==> src/sv/heartbeat_pwm_envelope_macros.svh <==
// assertion macros shared by the heartbeat envelope rtl
`ifndef HEARTBEAT_PWM_ENVELOPE_MACROS_SVH
`define HEARTBEAT_PWM_ENVELOPE_MACROS_SVH

// same-cycle implication, off during reset
`define HPE_ASSERT_NOW(lbl, clk, rstn, ante, cons) \
    lbl: assert property (@(posedge clk) disable iff (!rstn) (ante) |-> (cons)) \
        else $error("same-cycle check failed");

// next-cycle implication, off during reset
`define HPE_ASSERT_NEXT(lbl, clk, rstn, ante, cons) \
    lbl: assert property (@(posedge clk) disable iff (!rstn) (ante) |=> (cons)) \
        else $error("next-cycle check failed");

`endif

==> src/sv/hpe_pkg.sv <==
// types, constants and register map of the heartbeat envelope
package hpe_pkg;

    localparam int TIME_BITS_DEF = 32;

    localparam int CFG_IDX_W  = 3;
    localparam int CFG_DATA_W = 16;

    localparam logic [CFG_IDX_W-1:0] CFG_PWM_PEAK     = 3'd0;
    localparam logic [CFG_IDX_W-1:0] CFG_LUB_RAMP     = 3'd1;
    localparam logic [CFG_IDX_W-1:0] CFG_GAP          = 3'd2;
    localparam logic [CFG_IDX_W-1:0] CFG_DUB_RAMP     = 3'd3;
    localparam logic [CFG_IDX_W-1:0] CFG_REST_SLOWEST = 3'd4;
    localparam logic [CFG_IDX_W-1:0] CFG_REST_SPAN    = 3'd5;

    localparam logic [15:0] PWM_PEAK_RST     = 16'd249;
    localparam logic [9:0]  LUB_RAMP_RST     = 10'd40;
    localparam logic [9:0]  GAP_RST          = 10'd80;
    localparam logic [9:0]  DUB_RAMP_RST     = 10'd80;
    localparam logic [15:0] REST_SLOWEST_RST = 16'd2000;
    localparam logic [15:0] REST_SPAN_RST    = 16'd1850;

    localparam int SCORE_W = 7;
    localparam int DVS_W   = 10;
    localparam int DIV_W   = 26;
    localparam int DIV_CNT_W = $clog2(DIV_W);
    localparam logic [DVS_W-1:0] PCT_DIVISOR = 10'd100;

    typedef enum logic [2:0] {
        PH_LUB_UP   = 3'd0,
        PH_LUB_DOWN = 3'd1,
        PH_GAP      = 3'd2,
        PH_DUB_UP   = 3'd3,
        PH_DUB_DOWN = 3'd4,
        PH_REST     = 3'd5
    } t_phase;

    typedef enum logic [2:0] {
        S_IDLE,
        S_MUL_CUT,
        S_DIV_CUT,
        S_EVAL,
        S_DIV_RAMP,
        S_FIN
    } t_state;

    typedef struct packed {
        logic [15:0] pwm_peak;
        logic [9:0]  lub_ramp;
        logic [9:0]  gap;
        logic [9:0]  dub_ramp;
        logic [15:0] rest_slowest;
        logic [15:0] rest_span;
    } t_cfg;

    typedef struct packed {
        logic             start;
        logic [DIV_W-1:0] dividend;
        logic [DVS_W-1:0] divisor;
    } t_div_req;

    typedef struct packed {
        logic             busy;
        logic             done;
        logic [DIV_W-1:0] quot;
    } t_div_rsp;

endpackage

==> src/sv/hpe_in_if.sv <==
// input channel: time stamp and motion score
interface hpe_in_if;
    logic        valid;
    logic        ready;
    logic [31:0] now_ms;
    logic [hpe_pkg::SCORE_W-1:0] motion_score;

    modport source (output valid, output now_ms, output motion_score, input ready);
    modport sink (input valid, input now_ms, input motion_score, output ready);
endinterface

==> src/sv/hpe_out_if.sv <==
// output channel: duty, idle time and rest flag
interface hpe_out_if;
    logic        valid;
    logic        ready;
    logic [15:0] duty;
    logic [15:0] idle_ms;
    logic        rest_entered;

    modport source (output valid, output duty, output idle_ms, output rest_entered,
                    input ready);
    modport sink (input valid, input duty, input idle_ms, input rest_entered,
                  output ready);
endinterface

==> src/sv/heartbeat_pwm_envelope.sv <==
// top level of the heartbeat envelope: phase sequencer around the shared divider
//
// i_in carries now_ms and motion_score; o_out returns one item per input item with
// duty, idle_ms and rest_entered. Both channels move an item when valid and ready
// are high at a rising edge. Configuration is written through i_cfg_we, i_cfg_idx
// and i_cfg_data; the user must write it only while no item is in flight, which the
// block itself leaves unchecked. Each item is handled alone: the rest length needs a
// division by 100 and a ramp step needs a division by the ramp length, both on one
// 26-bit divider that yields one quotient bit per cycle. Every item passes through
// the rest cut and the evaluation; an item inside a ramp also waits for a second
// division before its result.
// i_in.ready is high only while the sequencer waits for an item.
// The result sits in an output register; a new item is accepted while it waits,
// and the sequencer holds at its last step until the receiver frees that register.
// A synchronous reset restores the register defaults, the beat to the start of
// the lub rise with a phase start time of zero, and empties the output register.
`include "heartbeat_pwm_envelope_macros.svh"

module heartbeat_pwm_envelope #(
    parameter int TIME_BITS = hpe_pkg::TIME_BITS_DEF
) (
    input  logic                           i_clk,
    input  logic                           i_rst_n,
    input  logic                           i_cfg_we,
    input  logic [hpe_pkg::CFG_IDX_W-1:0]  i_cfg_idx,
    input  logic [hpe_pkg::CFG_DATA_W-1:0] i_cfg_data,
    hpe_in_if.sink                         i_in,
    hpe_out_if.source                      o_out
);

    localparam int DW = hpe_pkg::DIV_W;
    localparam int SW = hpe_pkg::SCORE_W;

    hpe_pkg::t_cfg     cfg;
    hpe_pkg::t_div_req div_req;
    hpe_pkg::t_div_rsp div_rsp;

    hpe_pkg::t_state r_state, n_state;
    hpe_pkg::t_phase r_phase, n_phase;
    hpe_pkg::t_phase r_nphase, n_nphase;
    logic [TIME_BITS-1:0] r_start, n_start;
    logic [TIME_BITS-1:0] r_elapsed, n_elapsed;
    logic [31:0]          r_now, n_now;
    logic [SW-1:0]        r_score, n_score;
    logic [15:0]          r_rest, n_rest;
    logic [15:0]          r_duty, n_duty;
    logic [15:0]          r_idle, n_idle;
    logic                 r_entered, n_entered;
    logic                 r_move, n_move;
    logic                 r_out_valid, n_out_valid;
    logic [15:0]          r_o_duty, n_o_duty;
    logic [15:0]          r_o_idle, n_o_idle;
    logic                 r_o_entered, n_o_entered;

    logic [15:0]     len_cur;
    logic [15:0]     target;
    logic [9:0]      ramp_len;
    logic            is_ramp;
    logic            is_up;
    logic            phase_over;
    hpe_pkg::t_phase phase_next;
    logic [15:0]     mul_a;
    logic [9:0]      mul_b;
    logic [DW-1:0]   mul_p;
    logic [15:0]     duty_cl;

    hpe_cfg u_cfg (
        .i_clk      (i_clk),
        .i_rst_n    (i_rst_n),
        .i_cfg_we   (i_cfg_we),
        .i_cfg_idx  (i_cfg_idx),
        .i_cfg_data (i_cfg_data),
        .o_cfg      (cfg)
    );

    hpe_div u_div (
        .i_clk   (i_clk),
        .i_rst_n (i_rst_n),
        .i_req   (div_req),
        .o_rsp   (div_rsp)
    );

    // phase decode
    always_comb begin
        is_ramp  = (r_phase == hpe_pkg::PH_LUB_UP) || (r_phase == hpe_pkg::PH_LUB_DOWN)
                || (r_phase == hpe_pkg::PH_DUB_UP) || (r_phase == hpe_pkg::PH_DUB_DOWN);
        is_up    = (r_phase == hpe_pkg::PH_LUB_UP) || (r_phase == hpe_pkg::PH_DUB_UP);
        target   = cfg.pwm_peak;
        ramp_len = cfg.dub_ramp;
        if ((r_phase == hpe_pkg::PH_LUB_UP) || (r_phase == hpe_pkg::PH_LUB_DOWN)) begin
            target   = {1'b0, cfg.pwm_peak[15:1]};
            ramp_len = cfg.lub_ramp;
        end
        case (r_phase)
            hpe_pkg::PH_LUB_UP: begin
                len_cur    = 16'(cfg.lub_ramp);
                phase_next = hpe_pkg::PH_LUB_DOWN;
            end
            hpe_pkg::PH_LUB_DOWN: begin
                len_cur    = 16'(cfg.lub_ramp);
                phase_next = hpe_pkg::PH_GAP;
            end
            hpe_pkg::PH_GAP: begin
                len_cur    = 16'(cfg.gap);
                phase_next = hpe_pkg::PH_DUB_UP;
            end
            hpe_pkg::PH_DUB_UP: begin
                len_cur    = 16'(cfg.dub_ramp);
                phase_next = hpe_pkg::PH_DUB_DOWN;
            end
            hpe_pkg::PH_DUB_DOWN: begin
                len_cur    = 16'(cfg.dub_ramp);
                phase_next = hpe_pkg::PH_REST;
            end
            default: begin
                len_cur    = r_rest;
                phase_next = hpe_pkg::PH_LUB_UP;
            end
        endcase
        phase_over = (r_elapsed >= TIME_BITS'(len_cur));
        duty_cl    = (r_duty > cfg.pwm_peak) ? cfg.pwm_peak : r_duty;
    end

    // one multiplier: score times span for the rest cut, elapsed times target on a ramp
    always_comb begin
        if (r_state == hpe_pkg::S_EVAL) begin
            mul_a = target;
            mul_b = r_elapsed[9:0];
        end else begin
            mul_a = cfg.rest_span;
            mul_b = 10'(r_score);
        end
        mul_p = {10'd0, mul_a} * {16'd0, mul_b};
    end

    always_comb begin
        n_state     = r_state;
        n_phase     = r_phase;
        n_nphase    = r_nphase;
        n_start     = r_start;
        n_elapsed   = r_elapsed;
        n_now       = r_now;
        n_score     = r_score;
        n_rest      = r_rest;
        n_duty      = r_duty;
        n_idle      = r_idle;
        n_entered   = r_entered;
        n_move      = r_move;
        n_out_valid = r_out_valid && !o_out.ready;
        n_o_duty    = r_o_duty;
        n_o_idle    = r_o_idle;
        n_o_entered = r_o_entered;
        div_req.start    = 1'b0;
        div_req.dividend = mul_p;
        div_req.divisor  = hpe_pkg::PCT_DIVISOR;
        i_in.ready       = 1'b0;

        case (r_state)
            hpe_pkg::S_IDLE: begin
                i_in.ready = 1'b1;
                if (i_in.valid) begin
                    n_now   = i_in.now_ms;
                    n_score = i_in.motion_score;
                    n_state = hpe_pkg::S_MUL_CUT;
                end
            end
            hpe_pkg::S_MUL_CUT: begin
                n_elapsed     = TIME_BITS'(r_now) - r_start;
                div_req.start = 1'b1;
                n_state       = hpe_pkg::S_DIV_CUT;
            end
            hpe_pkg::S_DIV_CUT: begin
                if (div_rsp.done) begin
                    n_rest  = (div_rsp.quot >= DW'(cfg.rest_slowest))
                            ? 16'd0 : cfg.rest_slowest - div_rsp.quot[15:0];
                    n_state = hpe_pkg::S_EVAL;
                end
            end
            hpe_pkg::S_EVAL: begin
                if (phase_over) begin
                    n_move    = 1'b1;
                    n_nphase  = phase_next;
                    n_duty    = is_up ? target : 16'd0;
                    n_entered = (phase_next == hpe_pkg::PH_REST);
                    // fresh phase, elapsed counts from zero
                    if (phase_next == hpe_pkg::PH_GAP) begin
                        n_idle = 16'(cfg.gap);
                    end else if (phase_next == hpe_pkg::PH_REST) begin
                        n_idle = r_rest;
                    end else begin
                        n_idle = 16'd1;
                    end
                    n_state = hpe_pkg::S_FIN;
                end else begin
                    n_move    = 1'b0;
                    n_nphase  = r_phase;
                    n_entered = 1'b0;
                    if (is_ramp) begin
                        div_req.start   = 1'b1;
                        div_req.divisor = ramp_len;
                        n_idle          = 16'd1;
                        n_state         = hpe_pkg::S_DIV_RAMP;
                    end else begin
                        n_duty  = 16'd0;
                        n_idle  = len_cur - r_elapsed[15:0];
                        n_state = hpe_pkg::S_FIN;
                    end
                end
            end
            hpe_pkg::S_DIV_RAMP: begin
                if (div_rsp.done) begin
                    n_duty  = is_up ? div_rsp.quot[15:0] : target - div_rsp.quot[15:0];
                    n_state = hpe_pkg::S_FIN;
                end
            end
            hpe_pkg::S_FIN: begin
                if (!r_out_valid || o_out.ready) begin
                    n_out_valid = 1'b1;
                    n_o_duty    = duty_cl;
                    n_o_idle    = r_idle;
                    n_o_entered = r_entered;
                    if (r_move) begin
                        n_phase = r_nphase;
                        n_start = TIME_BITS'(r_now);
                    end
                    n_state = hpe_pkg::S_IDLE;
                end
            end
            default: begin
                n_state = hpe_pkg::S_IDLE;
            end
        endcase
    end

    always_ff @(posedge i_clk) begin
        if (!i_rst_n) begin
            r_state <= hpe_pkg::S_IDLE;
        end else begin
            r_state <= n_state;
        end
    end

    always_ff @(posedge i_clk) begin
        if (!i_rst_n) begin
            r_phase     <= hpe_pkg::PH_LUB_UP;
            r_start     <= '0;
            r_out_valid <= 1'b0;
        end else begin
            r_phase     <= n_phase;
            r_start     <= n_start;
            r_out_valid <= n_out_valid;
        end
    end

    always_ff @(posedge i_clk) begin
        r_nphase    <= n_nphase;
        r_elapsed   <= n_elapsed;
        r_now       <= n_now;
        r_score     <= n_score;
        r_rest      <= n_rest;
        r_duty      <= n_duty;
        r_idle      <= n_idle;
        r_entered   <= n_entered;
        r_move      <= n_move;
        r_o_duty    <= n_o_duty;
        r_o_idle    <= n_o_idle;
        r_o_entered <= n_o_entered;
    end

    assign o_out.valid        = r_out_valid;
    assign o_out.duty         = r_o_duty;
    assign o_out.idle_ms      = r_o_idle;
    assign o_out.rest_entered = r_o_entered;

    `HPE_ASSERT_NEXT(a_busy_after_accept, i_clk, i_rst_n, i_in.valid && i_in.ready, !i_in.ready)
    `HPE_ASSERT_NOW(a_div_start_free, i_clk, i_rst_n, div_req.start, !div_rsp.busy)
    `HPE_ASSERT_NOW(a_entered_dark, i_clk, i_rst_n, o_out.valid && o_out.rest_entered, (r_phase == hpe_pkg::PH_REST) && (o_out.duty == 16'd0))
    `HPE_ASSERT_NOW(a_lit_on_ramp, i_clk, i_rst_n, o_out.valid && (o_out.duty != 16'd0), o_out.idle_ms == 16'd1)

endmodule

==> src/sv/hpe_cfg.sv <==
// configuration register bank of the heartbeat envelope
module hpe_cfg (
    input  logic                           i_clk,
    input  logic                           i_rst_n,
    input  logic                           i_cfg_we,
    input  logic [hpe_pkg::CFG_IDX_W-1:0]  i_cfg_idx,
    input  logic [hpe_pkg::CFG_DATA_W-1:0] i_cfg_data,
    output hpe_pkg::t_cfg                  o_cfg
);

    hpe_pkg::t_cfg r_cfg;

    always_ff @(posedge i_clk) begin
        if (!i_rst_n) begin
            r_cfg.pwm_peak     <= hpe_pkg::PWM_PEAK_RST;
            r_cfg.lub_ramp     <= hpe_pkg::LUB_RAMP_RST;
            r_cfg.gap          <= hpe_pkg::GAP_RST;
            r_cfg.dub_ramp     <= hpe_pkg::DUB_RAMP_RST;
            r_cfg.rest_slowest <= hpe_pkg::REST_SLOWEST_RST;
            r_cfg.rest_span    <= hpe_pkg::REST_SPAN_RST;
        end else if (i_cfg_we) begin
            case (i_cfg_idx)
                hpe_pkg::CFG_PWM_PEAK:     r_cfg.pwm_peak     <= i_cfg_data;
                hpe_pkg::CFG_LUB_RAMP:     r_cfg.lub_ramp     <= i_cfg_data[9:0];
                hpe_pkg::CFG_GAP:          r_cfg.gap          <= i_cfg_data[9:0];
                hpe_pkg::CFG_DUB_RAMP:     r_cfg.dub_ramp     <= i_cfg_data[9:0];
                hpe_pkg::CFG_REST_SLOWEST: r_cfg.rest_slowest <= i_cfg_data;
                hpe_pkg::CFG_REST_SPAN:    r_cfg.rest_span    <= i_cfg_data;
                default: ;
            endcase
        end
    end

    assign o_cfg = r_cfg;

endmodule

==> src/sv/hpe_div.sv <==
// shared restoring divider, one quotient bit per cycle
module hpe_div (
    input  logic              i_clk,
    input  logic              i_rst_n,
    input  hpe_pkg::t_div_req i_req,
    output hpe_pkg::t_div_rsp o_rsp
);

    localparam int DW = hpe_pkg::DIV_W;
    localparam int VW = hpe_pkg::DVS_W;
    localparam int CW = hpe_pkg::DIV_CNT_W;

    logic          r_busy;
    logic          r_done;
    logic [CW-1:0] r_cnt;
    logic [DW-1:0] r_quo;
    logic [VW-1:0] r_rem;
    logic [VW-1:0] r_dvs;

    logic [VW:0] trial;
    logic [VW:0] diff;
    logic        fits;

    always_comb begin
        trial = {r_rem, r_quo[DW-1]};
        diff  = trial - {1'b0, r_dvs};
        fits  = (trial >= {1'b0, r_dvs});
    end

    always_ff @(posedge i_clk) begin
        if (!i_rst_n) begin
            r_busy <= 1'b0;
            r_done <= 1'b0;
            r_cnt  <= '0;
        end else begin
            r_done <= 1'b0;
            if (i_req.start) begin
                r_busy <= 1'b1;
                r_cnt  <= '0;
            end else if (r_busy) begin
                r_cnt <= r_cnt + 1'b1;
                if (r_cnt == CW'(DW - 1)) begin
                    r_busy <= 1'b0;
                    r_done <= 1'b1;
                end
            end
        end
    end

    // dividend shifts out at the top while quotient bits shift in
    always_ff @(posedge i_clk) begin
        if (i_req.start) begin
            r_quo <= i_req.dividend;
            r_rem <= '0;
            r_dvs <= i_req.divisor;
        end else if (r_busy) begin
            r_quo <= {r_quo[DW-2:0], fits};
            r_rem <= fits ? diff[VW-1:0] : trial[VW-1:0];
        end
    end

    assign o_rsp.busy = r_busy;
    assign o_rsp.done = r_done;
    assign o_rsp.quot = r_quo;

endmodule

==> src/flat_wrapper.sv <==
// flat-port wrapper written by rule: the top's interface ports become plain ports
module heartbeat_pwm_envelope_flat 
#(
    parameter int TIME_BITS = hpe_pkg::TIME_BITS_DEF
)
  (i_clk, i_rst_n, i_cfg_we, i_cfg_idx, i_cfg_data, i_in_valid, i_in_now_ms, i_in_motion_score, i_in_ready, o_out_valid, o_out_duty, o_out_idle_ms, o_out_rest_entered, o_out_ready);
  hpe_in_if i_in_i ();
  hpe_out_if o_out_i ();
  input  logic i_clk;
  input  logic i_rst_n;
  input  logic i_cfg_we;
  input  logic [hpe_pkg::CFG_IDX_W-1:0] i_cfg_idx;
  input  logic [hpe_pkg::CFG_DATA_W-1:0] i_cfg_data;
  input wire logic [$bits(i_in_i.valid)-1:0] i_in_valid;
  input wire logic [$bits(i_in_i.now_ms)-1:0] i_in_now_ms;
  input wire logic [$bits(i_in_i.motion_score)-1:0] i_in_motion_score;
  output wire logic [$bits(i_in_i.ready)-1:0] i_in_ready;
  output wire logic [$bits(o_out_i.valid)-1:0] o_out_valid;
  output wire logic [$bits(o_out_i.duty)-1:0] o_out_duty;
  output wire logic [$bits(o_out_i.idle_ms)-1:0] o_out_idle_ms;
  output wire logic [$bits(o_out_i.rest_entered)-1:0] o_out_rest_entered;
  input wire logic [$bits(o_out_i.ready)-1:0] o_out_ready;
  assign i_in_i.valid = i_in_valid;
  assign i_in_i.now_ms = i_in_now_ms;
  assign i_in_i.motion_score = i_in_motion_score;
  assign i_in_ready = i_in_i.ready;
  assign o_out_valid = o_out_i.valid;
  assign o_out_duty = o_out_i.duty;
  assign o_out_idle_ms = o_out_i.idle_ms;
  assign o_out_rest_entered = o_out_i.rest_entered;
  assign o_out_i.ready = o_out_ready;
  heartbeat_pwm_envelope #(.TIME_BITS(TIME_BITS)) u_core (.i_clk(i_clk), .i_rst_n(i_rst_n), .i_cfg_we(i_cfg_we), .i_cfg_idx(i_cfg_idx), .i_cfg_data(i_cfg_data), .i_in(i_in_i), .o_out(o_out_i));
endmodule
==> config.mk <==
export PLATFORM = sky130hd
export DESIGN_NAME = heartbeat_pwm_envelope_flat
export DESIGN_NICKNAME = d
export VERILOG_FILES = /design/src/sv/hpe_pkg.sv /design/src/sv/hpe_in_if.sv /design/src/sv/hpe_out_if.sv /design/src/sv/heartbeat_pwm_envelope.sv /design/src/sv/hpe_cfg.sv /design/src/sv/hpe_div.sv /design/src/flat_wrapper.sv
export VERILOG_INCLUDE_DIRS = /design/src /design/src/sv
export SDC_FILE = /design/constraint.sdc
export NUM_CORES = 1
export LEC_CHECK = 0
export BUFFER_PORTS_ARGS = -buffer_cell sky130_fd_sc_hd__buf_2
export CORE_MARGIN = 2
export CORE_UTILIZATION = 57
export DETAILED_ROUTE_END_ITERATION = 16
export GPL_TIMING_DRIVEN = 0
export PLACE_DENSITY = 0.77
export SYNTH_ARGS = -nofsm -noshare
export SYNTH_HDL_FRONTEND = slang
export SYNTH_SLANG_ARGS = --single-unit
==> constraint.sdc <==
create_clock -name i_clk -period 7.7 [get_ports i_clk]
set_input_delay 0.385 -clock i_clk [delete_from_list [all_inputs] [get_ports i_clk]]
set_output_delay 0.385 -clock i_clk [all_outputs]
set_load 0.005 [all_outputs]
Word level (Yosys, flattened, before mapping)
Cells that the tools add are included.

word-level totals
  register bits = 327
  input bits = 63
  output and inout bits = 35
  word-level logic and storage cells = 134

operators by class
  add/subtract/negate cells = 6
  multipliers = 1
  $lt $le $gt $ge = 4
  equality and inequality tests = 22
  mux-type cells = 39
  bitwise gates (word level) = 4
  reduce and logical (&&, ||, !) cells = 30

operator list
  cell                number
  $mux 16             12
  $mux 26             2
  $pmux 16 s3         1
  $sub 16x16->16      3
  $ge 32x16->1        1
  $pmux 16 s2         1
  $sub 32x32->32      1
  $mux 10             3
  $ge 26x16->1        1
  $mul 16x10->26      1
  $eq 3x2->1 const B  7
  $eq 3x3->1 const B  6
  $mux 3              6
  $pmux 3 s6          1
  $reduce_and 2->1    9
  $gt 16x16->1        1
  $pmux 3 s5          1
  $ge 11x10->1        1
  $mux 1              11
  $sub 10x10->10      1
  $eq 3x1->1 const B  3
  $logic_not 3->1     3
  $ne 2x2->1 const B  3
  $reduce_and 3->1    2
  13 further kinds    25

Longest topological paths before layout
Gate-level depths: netlist of the first run.

  depth in word-level cells = 8
  gate-level depth with buffers = 29
  gate-level depth less buffers = 25

Cells and area by module
From an unflattened synthesis of the first run, not the netlist that was laid out.

unflattened totals
  cells, all modules = 2484
  area total of the unflattened synthesis = 23762.8 µm²

modules (own cells, without submodules)
  module                  instances  cells an instance  area an instance (µm²)  sequential area each (µm²)
  heartbeat_pwm_envelope  1          1977               18043.6                 5495.3
  hpe_cfg                 1          287                3004.1                  1561.5
  hpe_div                 1          220                2715.1                  1421.4

Worst setup path before layout of the first run
OpenSTA, ideal clock, no wires.

  kind = register to register
  start = reg u_core.r_state[0]
  end = reg u_core.u_div.r_quo[23] (data pin)
  setup time = 0.267 ns
  arrival time = 7.294 ns
  required time = 7.433 ns
  setup slack = 0.140 ns
  stages on the path, launching flop included = 26
  buffers on the path = 3
  clock period less this slack = 7.560 ns
  cell sequence = dfxtp_1 clkbuf_1 nand2_1 or2_2 inv_1 clkbuf_1 clkbuf_1 nand2_1 nor2_1 fa_1 fa_1 fa_1 fa_1 inv_1 fa_1 inv_1 ha_1 a21oi_1 o211ai_1 a2111oi_0 o32ai_1 o311a_1 o21ai_0 nand2b_1 xnor2_1 o21ai_0

between the ends
  word-level cells in the longest chain between the ends = 4
  elaborated cells on any way between the ends = 7
  those cells by class = 1 x mul; 2 x eq/ne; 4 x mux

ends and longest elaborated chain
  element                                    line                                                          text
  start, declared                            heartbeat_pwm_envelope.sv:38                                  hpe_pkg::t_state r_state, n_state;
  start signal, assigned                     heartbeat_pwm_envelope.sv:237                                 r_state <= hpe_pkg::S_IDLE;
  start signal, assigned                     heartbeat_pwm_envelope.sv:239                                 r_state <= n_state;
  $eq 3x2->1                                 heartbeat_pwm_envelope.sv:126, heartbeat_pwm_envelope.sv:158
  $mux 16 / $mux 10 (equally long branches)  heartbeat_pwm_envelope.sv:126                                 if (r_state == hpe_pkg::S_EVAL) begin
  $mul 16x10->26                             heartbeat_pwm_envelope.sv:133                                 mul_p = {10'd0, mul_a} * {16'd0, mul_b};
  $mux 26 (*)                                hpe_div.sv:52                                                 if (i_req.start) begin
  end signal, assigned                       hpe_div.sv:53                                                 r_quo <= i_req.dividend;
  end signal, assigned                       hpe_div.sv:57                                                 r_quo <= {r_quo[DW-2:0], fits};
  end, declared                              hpe_div.sv:16                                                 logic [DW-1:0] r_quo;

Every way passes the cells marked *; elsewhere a longest branch is shown, timed or not.
A chain may end at the register's enable or synchronous reset.

Worst setup path after layout of the first run
  start = reg u_core.r_phase[2]
  end = reg u_core.u_div.r_quo[24] (data pin)

between the ends
  word-level cells in the longest chain between the ends = 8
  elaborated cells on any way between the ends = 19
  those cells by class = 1 x mul; 1 x order compare; 4 x eq/ne; 7 x mux; 6 x reduce/logical

ends and longest elaborated chain
  element                                                 line                           text
  start, declared                                         heartbeat_pwm_envelope.sv:39   hpe_pkg::t_phase r_phase, n_phase;
  start signal, assigned                                  heartbeat_pwm_envelope.sv:245  r_phase <= hpe_pkg::PH_LUB_UP;
  start signal, assigned                                  heartbeat_pwm_envelope.sv:249  r_phase <= n_phase;
  branches (longest 7 deep; another with $mul 16x10->26)  --
  $mux 26 (*)                                             hpe_div.sv:52

Every way passes the cells marked *.

==> results of run 1 <==
[per-layer routing]
metal,GRT usage [%],up-vias
met2,50.9,927
met3,5.48,169
met1,44.4,9180
met4,12.5,0
met5,0,-
li1,-,8923
[how the worst max path moves through the flow]
stage,slack [ns],start,endpoint
detailed placement,-1.07,u_core.r_state[0],u_core.u_div.r_quo[23]
finish,0.37,u_core.r_phase[2],u_core.u_div.r_quo[24]
floorplan,0.14,u_core.r_state[0],u_core.u_div.r_quo[23]
global route,0.005,u_core.r_phase[2],u_core.u_div.r_quo[24]
CTS,0.005,u_core.r_phase[2],u_core.u_div.r_quo[24]
global placement,-1.60,u_core.r_state[0],u_core.u_div.r_quo[23]
[cell families after synthesis]
logic type | Yosys count | share of synthesized area, %
mux | 66 | 2.98
flops | 327 | 36.5
fa+ha+maj | 312 | 20.5
buf+inv | 368 | 5.98
compound gates | 539 | 15.1
simple gates | 822 | 15.3
xor+xnor | 94 | 3.55
[critical path, delay by kind of cell (launching register included)]
family	cells	cell delay, ns
fa+ha+maj	6	2.72
compound gates	7	2.23
simple gates	5	0.96
buf+inv	5	0.63
flops	1	0.34
xor+xnor	1	0.16
[layout by cell type, fill, tap and decap left out, types with 9 or more instances in the layout]
cell / netlist / layout
ha_1: 197 / 197
edfxtp_1: 193 / 193
mux2i_1: 42 / 33
fa_1: 115 / 115
o21a_1: 22 / 22
o21ai_1: 8 / 11
clkbuf_1: 79 / 73
clkbuf_16: 0 / 39
o22ai_1: 9 / 9
xnor2_1: 51 / 51
o211ai_1: 23 / 23
a211oi_1: 14 / 14
xor2_1: 43 / 43
nand2_1: 443 / 440
dlygate4sd3_1: 0 / 19
nor3_1: 39 / 39
nand3_1: 44 / 44
dfxtp_1: 134 / 132
a31oi_1: 11 / 11
nor2_1: 162 / 160
nor2b_1: 24 / 24
inv_1: 280 / 280
o21ai_0: 109 / 100
a21o_1: 39 / 39
a21oi_1: 125 / 125
and2_1: 15 / 14
a21boi_0: 109 / 98
mux2_2: 24 / 24
nand2b_1: 22 / 22
nand4_1: 21 / 21
and3_1: 12 / 12
buf_2: 0 / 98
[report_power, final]
part           switching, mW  leakage, nW  internal [mW]
clock                  0.741        0.585           1.01
combinational           1.75         7.51           1.03
sequential             0.111         2.85           2.00
total                   2.60         10.9           4.04
[flip-flops by register name (all words and copies together), names as in the netlist, 16 cells and up]
| name | cells |
|---|---|
| u_core.r_idle | 16 |
| u_core.o_out.duty | 16 |
| u_core.o_out.idle_ms | 16 |
| u_core.r_rest | 16 |
| u_core.r_start | 32 |
| u_core.u_cfg.o_cfg | 78 |
| u_core.r_elapsed | 32 |
| u_core.r_duty | 16 |
| u_core.r_now | 32 |
| u_core.u_div.r_quo | 26 |
[area by class of cell]
class	count	area, um2	share of cell area (%)
buffer	85	368	1.41
clock buffer	48	1020	3.92
clock inverter	19	170	0.654
inverter	281	1050	4.06
multi-input combinational	1833	13500	52.0
sequential	327	8480	32.6
tap	525	657	2.53
timing repair buffer	119	728	2.80
[repair_timing]
item / 4_1_cts / 5_1_grt
pin swaps: 1 / 1
hold buffers: 19 / 0
resized for setup: 42 / 42
setup buffers: 1 / 0
setup endpoints to repair: 13 / 9
hold endpoints to repair: 19 / 0
[stage by stage]
step | util, % | power, mW | hold WS (ns) | instance area (um2)
2_1_floorplan | - | 3.98 | 0.400 | 23200
3_3_place_gp | 60.9 | 4.73 | 0.403 | 24300
3_5_place_dp | 61.0 | 4.79 | 0.405 | 24400
4_1_cts | 64.7 | 6.58 | 0.000233 | 25900
5_1_grt | 65.0 | 7.01 | 0.00200 | 26000
6_report | 65.0 | 6.64 | 0.0197 | 26000
==> reports/results.txt, run 1 <==
vias in the first global route - 18600
total of max-cap violations - 0
Worst Hold Depth - 1
Rel. slew slack - 15.9%
Top FF cell, synth - edfxtp_1
number of buffers added on ports - 96
synth warn - 0
worst slew pin tran - 1.26 ns
Hold Crit Start - i_in_motion_score[5]
Setup TNS - 0 ns
IO Pins - 98
GPL Wtd Cong - 0.973
Worst setup SP type - flop
highest metal used - met4
H-tree level count - 2
Layout Nets - 3059
Hold Path Class - input port to flop
worst vdd ir - 0.325 mV
routed wl met2 - 29900 um
Filler cells - 3262
met3 routed WL - 6300 um
Remaining Overflow, GRT - 0
dpl hpwl - 52700 um
status - finished clean
Clock Tree Buf Depth - 3
layout cells sized above 1 - 9.03%
die area - 0.0423 mm2
unrepaired setup endpoints after global routing - false
Setup crit end kind - flop
area leader, netlist - edfxtp_1
Static Leak - 10.9 nW
Die X - 206 um
Final min period - 7.33 ns
number of cell rows - 73
all-layer global routing usage - 32.2%
initial DRC count - 2002
TritonCTS clock tree - built
clk_lat worst skew - 0.57 ns
FF-to-FF setup slack - 0.37 ns
hold endpoint - u_core.r_score[5]
FF-to-FF path depth - 24
Routed WL - 66700 um
DR pass1 iterations - 5
routed via count - 19200
initial core utilization - 58.0%
routed vias/inst - 5.93
placed cell count - 3152
worst reg2reg endpoint - u_core.u_div.r_quo[24]
die height - 206 um
reg-to-reg startpoint - u_core.r_phase[2]
number of synthesized flops with an enable pin - 193
CTS Buf Count - 37
Peak Freq - 136 MHz
initial antenna violation count - 0
area grow syn2layout - 12.1%
Avg Cell Area, Syn - 9.18 um2
final setup margin - 0.366 ns
sequential fraction of the synthesis area - 36.5%
Critical Path RT - 7.96 ns
Synth Cell Area - 0.0232 mm2
Cells after Synth - 2528
Place WS - -1.07 ns
antenna cells - 0
total core area - 0.0400 mm2
Clock Skew - 0.0335 ns
WP data arrival - 7.59 ns
Most common cell on crit path - fa_1
first-pass GRT wire length - 104000 um
Netlist cell types - 71
Max Slew Vio Count - 0
crit-path max FO - 7
setup violators final - 0
Synth Net Count - 2903
most frequent cell after synthesis - nand2_1
post-route ant nets - 0
clock root buffer - clkbuf_16
Synth area leaders - edfxtp_1 25%, dfxtp_1 12%, ha_1 11%, fa_1 9.9%, nand2_1 7.2%
ys async rst share - 0%
share of the synthesized area in the top cell type - 25.0%
WS Path Type - flop to flop
wire per inst - 20.6 um
crit-path cells - or2_2 > clkbuf_1 > nand2_1 > a21boi_0 > o21ai_1 > nand2_1 > fa_1 > inv_1 > fa_1 > fa_1 > fa_1 > inv_1 > fa_1 > inv_1 > ha_1 > clkbuf_1 > nand3_1 > a2111oi_1 > o31ai_1 > a21oi_1 > and2_1 > a221oi_2 > xor2_1 > o21ai_0
Worst-path clk slew - 0.06 ns
Non-Filler Instances - 3237
Final Hold Fails - 0
WL met1 - 27800 um
CTS sink cnt - 327
PwrDens - 255 mW/mm2
Post-synth top cells - 443 x nand2_1, 280 x inv_1, 197 x ha_1
largest net degree at the start of global routing - 40
Synth Register Bits - 327
fin crit share - 95.2%
DRC viols - 0
Slowest-stage cell, CP - a21boi_0
Largest stage delay, worst path - 0.82 ns
(Power assumes the default switching activity.)
==> run 2: changes to the inputs <==
--- a/config.mk
+++ b/config.mk
@@ -8,10 +8,10 @@
 export LEC_CHECK = 0
 export BUFFER_PORTS_ARGS = -buffer_cell sky130_fd_sc_hd__buf_2
 export CORE_MARGIN = 2
-export CORE_UTILIZATION = 57
+export CORE_UTILIZATION = 63
 export DETAILED_ROUTE_END_ITERATION = 16
 export GPL_TIMING_DRIVEN = 0
-export PLACE_DENSITY = 0.77
+export PLACE_DENSITY = 0.81
 export SYNTH_ARGS = -nofsm -noshare
 export SYNTH_HDL_FRONTEND = slang
 export SYNTH_SLANG_ARGS = --single-unit
==> constraint.sdc (replaced) <==
create_clock -name i_clk -period 7.6 [get_ports i_clk]
set_input_delay 0.38 -clock i_clk [delete_from_list [all_inputs] [get_ports i_clk]]
set_output_delay 0.38 -clock i_clk [all_outputs]
set_load 0.005 [all_outputs]
==> reports/results.txt, run 2 (same netlist as run 1, synthesis figures left out) <==
crit-path max FO - 10 (+3)
die area - 0.0384 mm2 (-9.3%)
Layout Nets - 3076 (+0.56%)
Setup TNS - 0 ns (unchanged)
total of max-cap violations - 0 (unchanged)
Worst Hold Depth - 1 (unchanged)
initial antenna violation count - 1 (+1)
TritonCTS clock tree - built
PwrDens - 258 mW/mm2 (+1.0%)
status - finished clean
FF-to-FF path depth - 25 (+4.2%)
Remaining Overflow, GRT - 0 (unchanged)
routed vias/inst - 6.13 (+3.3%)
IO Pins - 98 (unchanged)
FF-to-FF setup slack - 0.37 ns (about the same)
hold endpoint - u_core.r_now[0]
largest net degree at the start of global routing - 40 (unchanged)
WP data arrival - 7.53 ns (-0.06 ns)
final core occ - 71.7% (+6.7 points)
Post-DP Area - 0.0243 mm2 (-0.28%)
Final Hold Fails - 0 (unchanged)
Setup crit end kind - flop
number of cell rows - 70 (-4.1%)
max reg flops - 78 (unchanged)
overall power - 6.74 mW (+1.5%)
total core area - 0.0364 mm2 (-8.9%)
Die X - 196 um (-4.8%)
layout cells sized above 1 - 9.15% (+0.12 points)
Peak Freq - 138 MHz (+1.4%)
initial DRC count - 1888 (-5.7%)
H-tree level count - 2 (unchanged)
Static Leak - 11.0 nW (+0.72%)
reg-to-reg startpoint - u_core.r_phase[2]
Max Slew Vio Count - 0 (unchanged)
Final min period - 7.23 ns (-0.0998 ns)
area grow syn2layout - 12.6%
commonest cells after routing, fill and taps aside - 441 x nand2_1, 280 x inv_1, 197 x ha_1
number of buffers added on ports - 96 (unchanged)
worst slew pin tran - 1.28 ns (+0.0236 ns)
Hold Path Class - input port to flop
Clock Tree Buf Depth - 3 (unchanged)
DR pass1 iterations - 6 (+1)
die height - 196 um (-4.8%)
Worst setup SP type - flop
dpl hpwl - 53200 um (+0.90%)
Clock Skew - 0.0243 ns (-0.00925 ns)
WS Path Type - flop to flop
CTS sink cnt - 327 (unchanged)
Hold Crit Start - i_in_now_ms[0]
commonest non-fill, non-tap cell in the layout - nand2_1
antenna cells - 0 (unchanged)
GPL Wtd Cong - 0.956 (-1.7%)
all-layer global routing usage - 36.1% (+3.9 points)
vias in the first global route - 19100 (+2.5%)
fin crit share - 95.2% (about the same)
routed via count - 19600 (+2.1%)
Non-Filler Cell Area, Final - 0.0261 mm2 (+0.50%)
worst vdd ir - 0.366 mV (+13%)
Place WS - -1.02 ns (+0.0531 ns)
post-route ant nets - 0 (unchanged)
CTS Buf Count - 38 (+2.7%)
wire per inst - 21.5 um (+4.0%)
clk_lat worst skew - 0.57 ns (about the same)
setup violators final - 0 (unchanged)
Rel. slew slack - 13.8% (-2.1 points)
Routed WL - 68600 um (+2.8%)
Critical Path RT - 7.89 ns (-0.07 ns)
Worst-path clk slew - 0.06 ns (about the same)
DRC viols - 0 (unchanged)
first-pass GRT wire length - 106000 um (+2.5%)
initial core utilization - 63.7% (+5.7 points)
worst reg2reg endpoint - u_core.u_div.r_quo[23]
final setup margin - 0.366 ns (-0.000167 ns)
clock root buffer - clkbuf_16
==> run 2: cell type report <==
type / instances / area (um2)
inverter: 281 / 1050
fill: 2718 / 10300
sequential: 327 / 8480
clock buffer: 46 / 1000
multi-input combinational: 1833 / 13500
buffer: 85 / 362
clock inverter: 24 / 211
timing repair buffer: 135 / 892
tap: 468 / 586
==> run 2: report_power, final <==
group | switching (mW) | total (mW) | internal, mW | leakage, nW
logic | 1.77 | 2.82 | 1.05 | 7.58
registers | 0.108 | 2.14 | 2.03 | 2.85
clock network | 0.770 | 1.79 | 1.02 | 0.588
total | 2.65 | 6.74 | 4.10 | 11.0
==> run 2: how the worst max path moves through the flow <==
stage,from,to,slack (ns),cells past startpoint
final,u_core.r_phase[2],u_core.u_div.r_quo[23],0.37,25
after global routing,u_core.r_phase[2],u_core.u_div.r_quo[23],-0.03,25
after CTS,u_core.r_state[1],u_core.u_div.r_quo[23],0.02,26
after detailed placement,u_core.r_state[0],u_core.u_div.r_quo[23],-1.02,25
after global placement,u_core.r_state[0],u_core.u_div.r_quo[23],-1.67,25
after floorplan,u_core.r_state[0],u_core.u_div.r_quo[23],0.04,25
==> run 2: per-layer routing <==
layer | vias to the layer above | global-route usage (%) | wire (um)
met5 | - | 0 | 13
met4 | 2 | 15.2 | 3050
met3 | 179 | 5.26 | 6650
met2 | 1003 | 58.3 | 31500
met1 | 9441 | 49.1 | 27500
li1 | 8969 | - | -
==> run 2: what timing repair did <==
item,in CTS,in global routing
resized for setup,40,48
endpoints found under the hold margin,35,0
cloned,0,0
hold buffers,35,0
endpoints found under the setup margin,13,13
pin swaps,1,2
setup buffers,1,0
==> run 2: metrics by stage <==
stage	instances	hold slack [ns]
floorplan	2528	0.400
global placement	3092	0.402
detailed placement	3095	0.405
CTS	3200	0.000648
global route	3199	0.00760
finish	3199	0.0186
==> run 2: critical path, stage by stage (launching register included) <==
cell	delay (ns)
dfxtp_1	0.35
nor2_2	0.28
clkbuf_2	0.40
nand2_1	0.10
o21ai_1	0.47
nand2_1	0.16
nand2_1	0.25
nand2_1	0.11
fa_1	0.48
inv_1	0.06
fa_1	0.53
fa_1	0.45
fa_1	0.55
inv_1	0.07
fa_1	0.54
inv_1	0.04
ha_1	0.36
a21oi_1	0.22
o211ai_1	0.16
o32ai_1	0.36
o32ai_1	0.19
o311a_1	0.33
o21ai_0	0.17
nand2b_1	0.09
xnor2_1	0.14
o21ai_0	0.08
